===== config.mk =====
export PLATFORM = sky130hd
export DESIGN_NAME = edt_ram
export DESIGN_NICKNAME = d
export VERILOG_FILES = /design/src/edt_ram.sv
export SDC_FILE = /design/constraint.sdc
export NUM_CORES = 1
export LEC_CHECK = 0
export ABC_AREA = 1
export CAP_MARGIN = 25
export CORE_MARGIN = 2
export CORE_UTILIZATION = 57
export DETAILED_ROUTE_END_ITERATION = 6
export DONT_BUFFER_PORTS = 1
export PLACE_DENSITY = 0.84
export REMOVE_ABC_BUFFERS = 1
export SYNTH_ARGS = -nofsm -noshare
export SYNTH_HDL_FRONTEND = slang
export SYNTH_SLANG_ARGS = --single-unit

===== constraint.sdc =====
create_clock -name clk_i -period 1.1 [get_ports clk_i]
set_clock_uncertainty 0.05 [all_clocks]
set_input_delay 0.11 -clock clk_i [delete_from_list [all_inputs] [get_ports clk_i]]
set_output_delay 0.11 -clock clk_i [all_outputs]
set_load 0.005 [all_outputs]

===== src/edt_ram.sv =====
// Generic single-port-write, single-port-read RAM with registered read data.
// No dependencies.
module edt_ram #(
  parameter int Width = 8,
  parameter int Depth = 32
) (
  input  logic                     clk_i,
  input  logic                     we_i,
  input  logic [$clog2(Depth)-1:0] waddr_i,
  input  logic [Width-1:0]         wdata_i,
  input  logic [$clog2(Depth)-1:0] raddr_i,
  output logic [Width-1:0]         rdata_o
);
  logic [Width-1:0] mem_q [Depth];

  // Write and registered read
  always_ff @(posedge clk_i) begin
    if (we_i) begin
      mem_q[waddr_i] <= wdata_i;
    end
    rdata_o <= mem_q[raddr_i];
  end
endmodule

-- Word-level counts from Yosys, hierarchy flattened
Memory sizes are Yosys's and may differ from the RTL's. A register that Yosys moved wholly into a read port is not among the register bits.
Index checks and enable logic that the tools add are counted.
- muxes and demuxes: 2
- operators with widths (operator ; number):
    $mux 1 ; 2
- flip-flop bits (word level): 0
- RAM bits: 256
- bits of input ports: 20
- output and inout bits: 8
- logic and storage cells: 3
- memories kept: 1
- memory list (memory ; depth ; bits a word ; read ports ; clocked after Yosys merged registers in ; write ports ; line ; text):
    mem_q ; 32 ; 8 ; 1 ; 1 ; 1 ; 14 ; logic [Width-1:0] mem_q [Depth];

-- Depth between registers and ports, before layout
- depth in word-level cells: 2
- depth in mapped cells: 11
- depth with buffers taken out: 9

-- Least setup slack after synthesis
OpenSTA, ideal clock, no wires.
- path kind: input to register
- start point: in waddr_i[0]
- end point: mem mem_q[0][0] (enable)
- arrival: 0.774 ns
- required time: 0.680 ns
- slack: -0.094 ns
- cell stages on the path: 3
- path buffers: 0
- cells stage by stage: inv_1 -> nand3_1 -> nor2_1
- RTL lines (element ; line ; text):
    start, declared ; 9 ; input logic [$clog2(Depth)-1:0] waddr_i,
    end, declared ; 14 ;
No word-level cell before the write port.

==> metrics <==
status=complete, but fails checks; failing checks=negative hold slack, negative setup slack; min Tclk post-route=1.23 ns; Critical Path AT=1.59 ns; fill count=1163; Slew Viols, Final=0; I/O pin count=28; most common cell after layout, fill and taps aside=nand2_1; FMAX=0.813 GHz; Slew headroom=0.789; global-route usage over all layers=0.265; DRT antenna net count=0; clock-pin slew on the worst setup and hold paths=0.07 ns; ant diodes=0; Slowest-stage cell, CP=edfxtp_1; CP peak stage delay=0.37 ns; setup TNS=-0.568 ns; initial DRC count=1071; # port buffers=0; critical path cell sequence=nand2_1 > nand3_1 > nand3_2 > nand2_2 > nand2_1 > nand2_1 > nand2_2 > nand2_1; first-pass GRT wire length=40.3 mm; final setup margin=-0.130 ns; kind of critical path=flop to flop; hold buffer count at CTS=16; sequential fraction of the synthesis area=0.728; CTS tree=yes; cell family with most CP delay=simple AND/OR/NAND/NOR gates; routed len/inst=21.9 um; period utilization=1.12; CP max FO=1; Worst-Margin Slew=between 0.3 and 0.4 ns; max-cap violations=0; vias per std cell=a little over 6; vias=between 7000 and 8000; number of synthesized register bits=264; RSZ-0062 raised after global routing=yes; grt ovf=0; largest net degree at the start of global routing=130; HP Class=primary input to flop; hold violation count in the final report=8; Longest Clk Path Bufs=3; vias in the first global route=about 7300; share of layout cells above drive strength 1=0.181; DR DRC count=0; Post-Place Cells=1157; Die X=142 um; Critical Path Start Type=flop; final-stage net count=roughly 990; setup repair bufs after CTS=0; DRT Wirelength=~27 mm; Routability Congestion=0.865; Worst path most repeated cell=nand2_1; clock buffer count from CTS=25; initial antenna violation count=0; Lkg Pwr=4.65 nW; row cnt=50; crit path buf inv count=0; Starting Density=0.579; Unique masters post-synth=12; Worst Path Required=1.46 ns; Worst setup EP type=flop; detailed placement HPWL=between 10 and 15 mm; Initial DRT Pass Iterations=6; leading cell types in the layout, fill and taps excluded=327 x nand2_1, 256 x edfxtp_1, 155 x nand3_1; Synth Warn #=0; endpoints failing setup=8; Fin Hold WS=-0.339 ns; CORE AREA=roughly 19000 um2; Die ar.=~20000 um2; clock latency on the worst-skew pair=0.52 ns; clock sinks=264; Layout area overhead=15.6%; PD cells=1630 nW/um2; mapped cell area=10800 um2; overall die height=142 um; non-filler cells in the finished layout=1218; Avg Cell Area, Syn=approximately 12 um2; H-Tree Depth=1; VDD IR max=1.00 mV; Syn Inst Count=922; Clock Tree Root=clkbuf_16
==> what timing repair did <==
item,in CTS,in global routing
resized for setup,44,43
pin swaps,47,31
hold endpoints to repair,264,8
endpoints found under the setup margin,11,9
==> final cells by class <==
cell class	count	area, um2	area share
clock buffers	30	644	0.0517
flip-flops and latches	264	7850	0.630
clock inverters	15	72.6	0.00582
multi-input cells	596	2830	0.227
inverters	10	38.8	0.00311
well taps	234	293	0.0235
repair buffers	69	738	0.0592
==> cell usage after synthesis <==
cell	instances	area, um2
buf_6	24	270
clkbuf_1	7	26.3
buf_1	2	7.51
edfxtp_1	256	7690
nor2_1	32	120
inv_1	8	30.0
buf_4	4	30.0
buf_2	15	75.1
nand3_1	204	1020
dfxtp_1	8	160
inv_2	2	7.51
nand2_1	360	1350
==> metal layers <==
| metal | routed length, um | global-route usage |
|---|---|---|
| met5 | 0 | 0 |
| met4 | 998 | 0.0953 |
| met3 | 3390 | 0.0597 |
| met2 | 13100 | 0.443 |
| met1 | 9270 | 0.344 |
==> path summary, 6_finish.rpt <==
path | to | slack (ns) | cells past startpoint | from
setup / recovery | rdata_o[5] | -0.13 | 8 | mem_q[29][5]
hold / removal | rdata_o[7] | -0.34 | 2 | raddr_i[4]
setup reg to reg | rdata_o[5] | -0.13 | 8 | mem_q[29][5]
hold reg to reg | rdata_o[3] | 0.72 | 8 | mem_q[12][3]
==> metrics by stage <==
step	setup slack, ns	hold slack (ns)	utilization	total power [mW]	cell area, um2
6_report	-0.130	-0.339	0.669	20.3	12500
5_1_grt	-0.156	-0.334	0.669	20.8	12500
4_1_cts	-0.0301	-0.349	0.660	20.2	12300
3_5_place_dp	-0.277	0.160	0.599	12.4	11200
3_3_place_gp	-0.250	0.160	0.599	12.4	11200
2_1_floorplan	-0.613	0.159	-	12.0	10400
==> cell families (layout without fill, tap and decap cells) <==
group / after synthesis / in the layout / share of synthesized area
buffers and inverters: 62 / 124 / 0.0414
and+or+nand+nor: 596 / 596 / 0.231
DFF: 264 / 264 / 0.728
==> power by group <==
| part | switching (mW) | internal, mW |
|---|---|---|
| Combinational | 0.890 | 0.471 |
| Clock | 3.54 | 4.17 |
| Sequential | 0.0749 | 11.2 |
| Total | 4.50 | 15.8 |
==> worst reg2reg max path: cells and delay by family, from the launching register on <==
| kind | cells | cell delay, ns |
|---|---|---|
| DFF | 1 | 0.37 |
| and+or+nand+nor | 8 | 0.70 |
==> sequential cells by signal (all words and copies together), names as in the netlist <==
name     flops
rdata_o      8
mem_q      256
Power figures use the tool's default switching activity.
